<file path="src/rtl/jae_pkg.sv">
// Shared types, codes and helpers of the JSON ASCII escape block.
package jae_pkg;

    // Kinds of output run that one input byte can cause
    localparam logic [1:0] KIND_CHAR = 2'd0;  // one plain character
    localparam logic [1:0] KIND_ESC2 = 2'd1;  // backslash and the character
    localparam logic [1:0] KIND_U    = 2'd2;  // one \uxxxx
    localparam logic [1:0] KIND_PAIR = 2'd3;  // surrogate pair \uxxxx\uxxxx

    localparam int RUN_IDX_W = 4;             // index of a character in a run (0..11)

    localparam logic [RUN_IDX_W-1:0] LAST_CHAR = 4'd0;
    localparam logic [RUN_IDX_W-1:0] LAST_ESC2 = 4'd1;
    localparam logic [RUN_IDX_W-1:0] LAST_U    = 4'd5;
    localparam logic [RUN_IDX_W-1:0] LAST_PAIR = 4'd11;
    localparam logic [RUN_IDX_W-1:0] HALF_LEN  = 4'd6;

    localparam logic [6:0] CH_QUOTE     = 7'h22;
    localparam logic [6:0] CH_BACKSLASH = 7'h5c;
    localparam logic [6:0] CH_U         = 7'h75;
    localparam logic [7:0] CH_DEL       = 8'h7f;
    localparam logic [7:0] CH_SPACE     = 8'h20;

    localparam logic [5:0] HI_SURR_TOP = 6'b110110;  // 0xd800 >> 10
    localparam logic [5:0] LO_SURR_TOP = 6'b110111;  // 0xdc00 >> 10

    typedef struct packed {
        logic        valid;  // the byte causes at least one output character
        logic [1:0]  kind;
        logic [6:0]  ch;     // character for plain and two-character runs
        logic [15:0] val1;   // value of the first \u escape
        logic [15:0] val2;   // value of the second \u escape of a pair
    } run_desc_t;

    // Lowercase hex digit of a nibble
    function automatic logic [6:0] hex_digit(input logic [3:0] nib);
        if (nib < 4'd10)
            return 7'h30 + {3'b000, nib};
        else
            return 7'h57 + {3'b000, nib};
    endfunction

endpackage

</file>
<file path="src/rtl/json_ascii_escape_utf8.sv">
// Top level of the UTF-8 to ASCII JSON string escaper.
//
//  channel | dir | tdata bits (low first)          | tlast
//  --------+-----+---------------------------------+-------------------
//  s_axis  | in  | [7:0] in_byte                   | end_of_text
//  m_axis  | out | [6:0] out_byte, [7] zero        | last_of_run
//
//  Each input byte is decoded combinationally into a run descriptor that is
//  held in the emitter; the emitter then sends 1, 2, 6 or 12 characters,
//  one per transfer. Plain ASCII bytes therefore flow at one byte per cycle while
//  the output does not stall; after a byte that causes a longer run, the next
//  byte is taken only when the last character of that run is sent.
//  Bytes that produce nothing (lead bytes, dropped bytes) load nothing into the emitter.
//  The next byte is taken in the same cycle as the last character of the
//  current run. Reset clears the decoder and emitter; no sequence pending.
module json_ascii_escape_utf8
    import jae_pkg::*;
(
    input  logic       clk,
    input  logic       rst_n,
    input  logic       s_tvalid,
    output logic       s_tready,
    input  logic [7:0] s_tdata,   // [7:0] in_byte
    input  logic       s_tlast,   // end_of_text
    output logic       m_tvalid,
    input  logic       m_tready,
    output logic [7:0] m_tdata,   // [6:0] out_byte, [7] zero
    output logic       m_tlast    // last_of_run
);

    run_desc_t  desc;
    logic       accept;
    logic       take_ok;
    logic [6:0] out_byte;

    // take a byte whenever the emitter is free or finishing its run
    assign s_tready = take_ok;
    assign accept   = s_tvalid && take_ok;
    assign m_tdata  = {1'b0, out_byte};

    jae_decode u_decode
    (
        .clk         (clk),
        .rst_n       (rst_n),
        .accept      (accept),
        .in_byte     (s_tdata),
        .end_of_text (s_tlast),
        .desc        (desc)
    );

    // load only bytes that produce output
    jae_emit u_emit
    (
        .clk         (clk),
        .rst_n       (rst_n),
        .load        (accept && desc.valid),
        .desc        (desc),
        .m_tready    (m_tready),
        .m_tvalid    (m_tvalid),
        .out_byte    (out_byte),
        .last_of_run (m_tlast),
        .take_ok     (take_ok)
    );

endmodule

</file>
<file path="src/rtl/jae_decode.sv">
// UTF-8 decoder state and byte classification into an output run descriptor.
module jae_decode
    import jae_pkg::*;
(
    input  logic      clk,
    input  logic      rst_n,
    input  logic      accept,
    input  logic [7:0] in_byte,
    input  logic      end_of_text,
    output run_desc_t desc
);

    logic [20:0] cp_reg, cp_next;
    logic [1:0]  need_reg, need_next;

    logic        cont;
    logic [20:0] acc;
    logic [20:0] offs;
    logic [1:0]  need_dec;

    always_comb
    begin
        cont      = (in_byte[7:6] == 2'b10);
        acc       = {cp_reg[14:0], in_byte[5:0]};
        need_dec  = need_reg - 2'd1;
        offs      = acc - 21'h010000;
        desc      = '0;
        cp_next   = '0;
        need_next = '0;

        if (need_reg != 2'd0 && cont)
        begin
            // continuation byte: fold in six bits
            need_next = need_dec;
            if (need_dec == 2'd0)
            begin
                desc.valid = 1'b1;
                if (acc[20:16] != 5'd0)
                begin
                    // high half can carry past 0xdbff for values above 0x10ffff
                    desc.kind = KIND_PAIR;
                    desc.val1 = {HI_SURR_TOP, 10'd0} + {5'd0, offs[20:10]};
                    desc.val2 = {LO_SURR_TOP, offs[9:0]};
                end
                else
                begin
                    desc.kind = KIND_U;
                    desc.val1 = acc[15:0];
                end
            end
            else
                cp_next = acc;
        end
        else
        begin
            // fresh byte; any partial sequence is dropped
            desc.ch = in_byte[6:0];
            if (in_byte[6:0] == CH_QUOTE && !in_byte[7] ||
                in_byte[6:0] == CH_BACKSLASH && !in_byte[7])
            begin
                desc.valid = 1'b1;
                desc.kind  = KIND_ESC2;
            end
            else if (in_byte < CH_SPACE || in_byte == CH_DEL)
            begin
                desc.valid = 1'b1;
                desc.kind  = KIND_U;
                desc.val1  = {8'h00, in_byte};
            end
            else if (!in_byte[7])
            begin
                desc.valid = 1'b1;
                desc.kind  = KIND_CHAR;
            end
            else if (in_byte[7:5] == 3'b110)
            begin
                cp_next   = {16'd0, in_byte[4:0]};
                need_next = 2'd1;
            end
            else if (in_byte[7:4] == 4'b1110)
            begin
                cp_next   = {17'd0, in_byte[3:0]};
                need_next = 2'd2;
            end
            else if (in_byte[7:3] == 5'b11110)
            begin
                cp_next   = {18'd0, in_byte[2:0]};
                need_next = 2'd3;
            end
        end

        // drop an unfinished sequence at end of text
        if (end_of_text)
        begin
            cp_next   = '0;
            need_next = '0;
        end
    end

    always_ff @(posedge clk or negedge rst_n)
    begin
        if (!rst_n)
        begin
            cp_reg   <= '0;
            need_reg <= '0;
        end
        else if (accept)
        begin
            cp_reg   <= cp_next;
            need_reg <= need_next;
        end
    end

endmodule

</file>
<file path="src/rtl/jae_emit.sv">
// Run register and serializer that sends one escaped character per transfer.
module jae_emit
    import jae_pkg::*;
(
    input  logic      clk,
    input  logic      rst_n,
    input  logic      load,
    input  run_desc_t desc,
    input  logic      m_tready,
    output logic      m_tvalid,
    output logic [6:0] out_byte,
    output logic      last_of_run,
    output logic      take_ok
);

    run_desc_t            desc_reg;
    logic                 valid_reg, valid_next;
    logic [RUN_IDX_W-1:0] idx_reg, idx_next;
    logic [RUN_IDX_W-1:0] last_idx;
    logic [RUN_IDX_W-1:0] pos;
    logic [15:0]          val;
    logic                 fire;

    always_comb
    begin
        case (desc_reg.kind)
            KIND_CHAR: last_idx = LAST_CHAR;
            KIND_ESC2: last_idx = LAST_ESC2;
            KIND_U:    last_idx = LAST_U;
            KIND_PAIR: last_idx = LAST_PAIR;
            default:   last_idx = LAST_CHAR;
        endcase

        // position inside the current \u escape
        if (idx_reg < HALF_LEN)
        begin
            pos = idx_reg;
            val = desc_reg.val1;
        end
        else
        begin
            pos = idx_reg - HALF_LEN;
            val = desc_reg.val2;
        end

        case (desc_reg.kind)
            KIND_CHAR: out_byte = desc_reg.ch;
            KIND_ESC2: out_byte = (idx_reg == '0) ? CH_BACKSLASH : desc_reg.ch;
            default:
            begin
                case (pos)
                    4'd0:    out_byte = CH_BACKSLASH;
                    4'd1:    out_byte = CH_U;
                    4'd2:    out_byte = hex_digit(val[15:12]);
                    4'd3:    out_byte = hex_digit(val[11:8]);
                    4'd4:    out_byte = hex_digit(val[7:4]);
                    default: out_byte = hex_digit(val[3:0]);
                endcase
            end
        endcase

        last_of_run = (idx_reg == last_idx);
        m_tvalid    = valid_reg;
        fire        = valid_reg && m_tready;
        take_ok     = !valid_reg || (fire && last_of_run);

        valid_next = valid_reg;
        idx_next   = idx_reg;
        if (load)
        begin
            valid_next = 1'b1;
            idx_next   = '0;
        end
        else if (fire && last_of_run)
            valid_next = 1'b0;
        else if (fire)
            idx_next = idx_reg + 4'd1;
    end

    always_ff @(posedge clk or negedge rst_n)
    begin
        if (!rst_n)
        begin
            valid_reg <= 1'b0;
            idx_reg   <= '0;
        end
        else
        begin
            valid_reg <= valid_next;
            idx_reg   <= idx_next;
        end
    end

    always_ff @(posedge clk)
    begin
        if (load)
            desc_reg <= desc;
    end

endmodule

</file>
<file path="config.mk">
export PLATFORM = sky130hd
export DESIGN_NAME = json_ascii_escape_utf8
export DESIGN_NICKNAME = d
export VERILOG_FILES = /design/src/rtl/jae_pkg.sv /design/src/rtl/json_ascii_escape_utf8.sv /design/src/rtl/jae_decode.sv /design/src/rtl/jae_emit.sv
export SDC_FILE = /design/constraint.sdc
export NUM_CORES = 1
export LEC_CHECK = 0
export BUFFER_PORTS_ARGS = -buffer_cell sky130_fd_sc_hd__buf_2
export CAP_MARGIN = 30
export CORE_UTILIZATION = 55
export CTS_CLUSTER_SIZE = 14
export DETAILED_ROUTE_END_ITERATION = 8
export GPL_TIMING_DRIVEN = 0
export PLACE_DENSITY = 0.73
export RECOVER_POWER = 100
export SLEW_MARGIN = 10
export SYNTH_ARGS = -nofsm -noshare
export SYNTH_HDL_FRONTEND = slang
export SYNTH_SLANG_ARGS = --single-unit
export TNS_END_PERCENT = 50
</file>
<file path="constraint.sdc">
create_clock -name clk -period 3.9 [get_ports clk]
set_input_delay 0.78 -clock clk [delete_from_list [all_inputs] [get_ports clk]]
set_output_delay 0.78 -clock clk [all_outputs]
set_load 0.01 [all_outputs]
</file>
==> impl_metrics.toml <==
[sta]
max_freq_mhz = 273
tightest_slew_ns = 1.20
report.final.slew_viol_count = 0
skew_ns = 0.00919
period_needed_ns = 3.66
relSlewSlack_pct = 20.0
hold_viol = 0
rsz0062_at_grt = "false"
post-route-period-util_pct = 93.8
setup_violations = 0
fin_ws_ns = 0.243

[clock_tree]
cts_made_buffers = 9
postCtsHoldBufs = 0
cts_resized = 0
cts_tree = "done"
max-clock-path-buffers = 2
postCtsSetupBuffers = 0
cts-root-buf = "clkbuf_8"
clk_latency_ns = 0.34
clock-sinks = 58
htree_levels = 3
clk_pin_slew_ns = 0.07

[placed_design]
gp_congestion = 0.920
place_ws_ns = 0.608
hpwl_um = 6340
io_buffers = 21
dp_cells = 465

[setup_path]
critPathLaunchType = "flip-flop"
path_common_cell = "buf_2"
arrival_ns = 2.88
crit_path_cell_trace = "buf_2 -> a21oi_2 -> buf_2 -> mux2i_1 -> ha_1 -> a221oi_1 -> a211oi_1 -> a21oi_1 -> clkbuf_2"
reg2regPathDepth = 6
crit_fanout = 10
path_class = "reg -> out"
cp-end-kind = "output port"
critPathMaxStageDelay_ns = 0.41
worstPathRequired_ns = 3.12
slowest_stage = "dfrtp_1"

[synth]
synthTopCellsByArea = "edfxtp_1 (30%), dfrtp_1 (15%), a22o_1 (4.6%), o21ai_0 (3.3%), nor2_1 (3.3%)"
synth-xor-area-share_pct = 2.44
yosysWarnings = 0
synthMuxAreaShare_pct = 3.20
synth_compound_area_share_pct = 20.8
synth_top_area_share_pct = 30.1
synth-seq-cells = 58
synth_top_family_by_area = "simple AND/OR/NAND/NOR gates"
synth.cell_area_um2 = 3590
yosys-top-cells-count = "edfxtp_1 (36), nor2_1 (32), o21ai_0 (24)"
syn-num-nets = 386
yosys.area_share.simple_pct = 20.8
synth-seq-area-share_pct = 45.4
synthCells = 366
synth_edf_count = 36
syn_avg_cell_area_um2 = 9.82
yosysMostFrequentCell = "edfxtp_1"
synthAdderAreaFrac_pct = 2.44
yosysUniqueCellTypes = 61
synthFlopType = "edfxtp_1"
synth_top_area_cell = "edfxtp_1"
async_reset_ff_share_pct = 37.9

[cells_and_area]
final_cells = 481
diodes = 0
largest_reg_flops = 36
drive_above_1_share_pct = 12.9
layout.nets = 419
area_growth_syn_to_layout_pct = 9.68

[min_path]
whs_path_depth = 1
hold_path_class = "reg -> reg"

[global_route]
grt_pass1_vias = 2710
globalRouteOverflowTotal = 0
antenna_found_initial = 0
grt_max_degree = 30
grt_pass1_wl_um = 13700
gr-usage-all-layers_pct = 25.3

[floorplan]
start_util_pct = 56.9
design.core.area_um2 = 6310
ioPinCount = 24
die_width_um = 82.8
dieArea_um2 = 6860
num_rows = 29
die_h_um = 82.8

[detailed_routing]
drt_iter0_markers = 203
wl_per_cell_um = 17.6
via_per_inst = 6.18
totalWireLength_um = 8450
route.detailed.drc = 0
ant_nets = 0
first_pass_iters = 5
vias = 2972

[job]
cap_viol_max_count = 0

[power]
p_leak_uw = 0.00151
p_per_area_nw_per_um2 = 569
ir_drop_uv = 421
total_power_uw = 2240

[outcome]
outcome = "finished, final reports clean"
[where the power goes]
part           switching (uW)  total (uW)  internal (uW)
clock                     254         488            234
sequential               81.4         832            750
combinational             570         922            352
total                     905        2240           1340
[worst max-delay path: cells and delay by family (launching register included)]
family / cells / cell delay (ns)
DFF: 1 / 0.41
buffers and inverters: 3 / 0.65
AOI/OAI and AO/OA: 4 / 0.97
adders and majority gates: 1 / 0.25
muxes: 1 / 0.24
[per-stage QoR]
step / hold WS, ns / area (um2) / TNS, ns / util [%]
after floorplan: 0.479 / 3590 / 0 / -
after global placement: 0.493 / 3800 / -20.19 / 60.1
after detailed placement: 0.514 / 3830 / 0 / 60.6
after CTS: 0.395 / 4010 / 0 / 63.4
after global routing: 0.559 / 3940 / 0 / 62.4
final: 0.529 / 3940 / 0 / 62.4
[cell families after synthesis]
logic type	Yosys count
compound gates	108
xor+xnor	10
fa+ha+maj	7
buf+inv	36
flops	58
mux	11
other cells	1
simple gates	135
[layout by cell type (no fill, tap or decap), types with 5 or more instances in the layout]
master	instances
a211oi_1	8
a21oi_1	22
a22o_1	19
a31oi_1	5
and2_0	5
and2_1	5
buf_2	21
clkbuf_1	18
clkbuf_8	9
dfrtp_1	22
edfxtp_1	36
ha_1	7
inv_1	15
mux2i_1	7
nand2_1	20
nand2b_1	8
nand3_1	12
nand4_1	6
nor2_1	32
nor2b_1	9
nor3_1	8
o21ai_0	25
xnor2_1	7
[per-layer routing]
layer,global-route usage [%],vias to the layer above,routed length (um),part of all wire [%]
met4,9.40,0,135,1.6
met5,0,-,0,0
met1,36.6,1405,3900,46
li1,-,1442,-,-
met2,38.6,113,3930,46
met3,4.08,12,492,5.8
[final cells by class]
type | instances | area, um2
plain buffers | 21 | 100
clock buffers | 9 | 124
clock inverters | 7 | 53.8
fillers | 546 | 2370
inverters | 15 | 56.3
multi-input cells | 272 | 1780
flip-flops and latches | 58 | 1630
well taps | 77 | 96.3
repair buffers | 22 | 101
[path summary, 6_finish.rpt]
| check | startpoint | end | slack (ns) |
|---|---|---|---|
| hold reg to reg | u_decode.need_reg[1] | u_decode.need_reg[1] | 0.53 |
| setup / recovery | u_emit.idx_reg[1] | m_tdata[1] | 0.24 |
| max in group asynchronous | rst_n | u_decode.cp_reg[1] | 2.51 |
| hold / removal | u_decode.need_reg[1] | u_decode.need_reg[1] | 0.53 |
| min in group asynchronous | rst_n | u_emit.idx_reg[2] | 0.66 |
| setup reg to reg | u_emit.idx_reg[1] | u_emit.desc_reg[28] | 0.67 |
(Power assumes the default switching activity.)
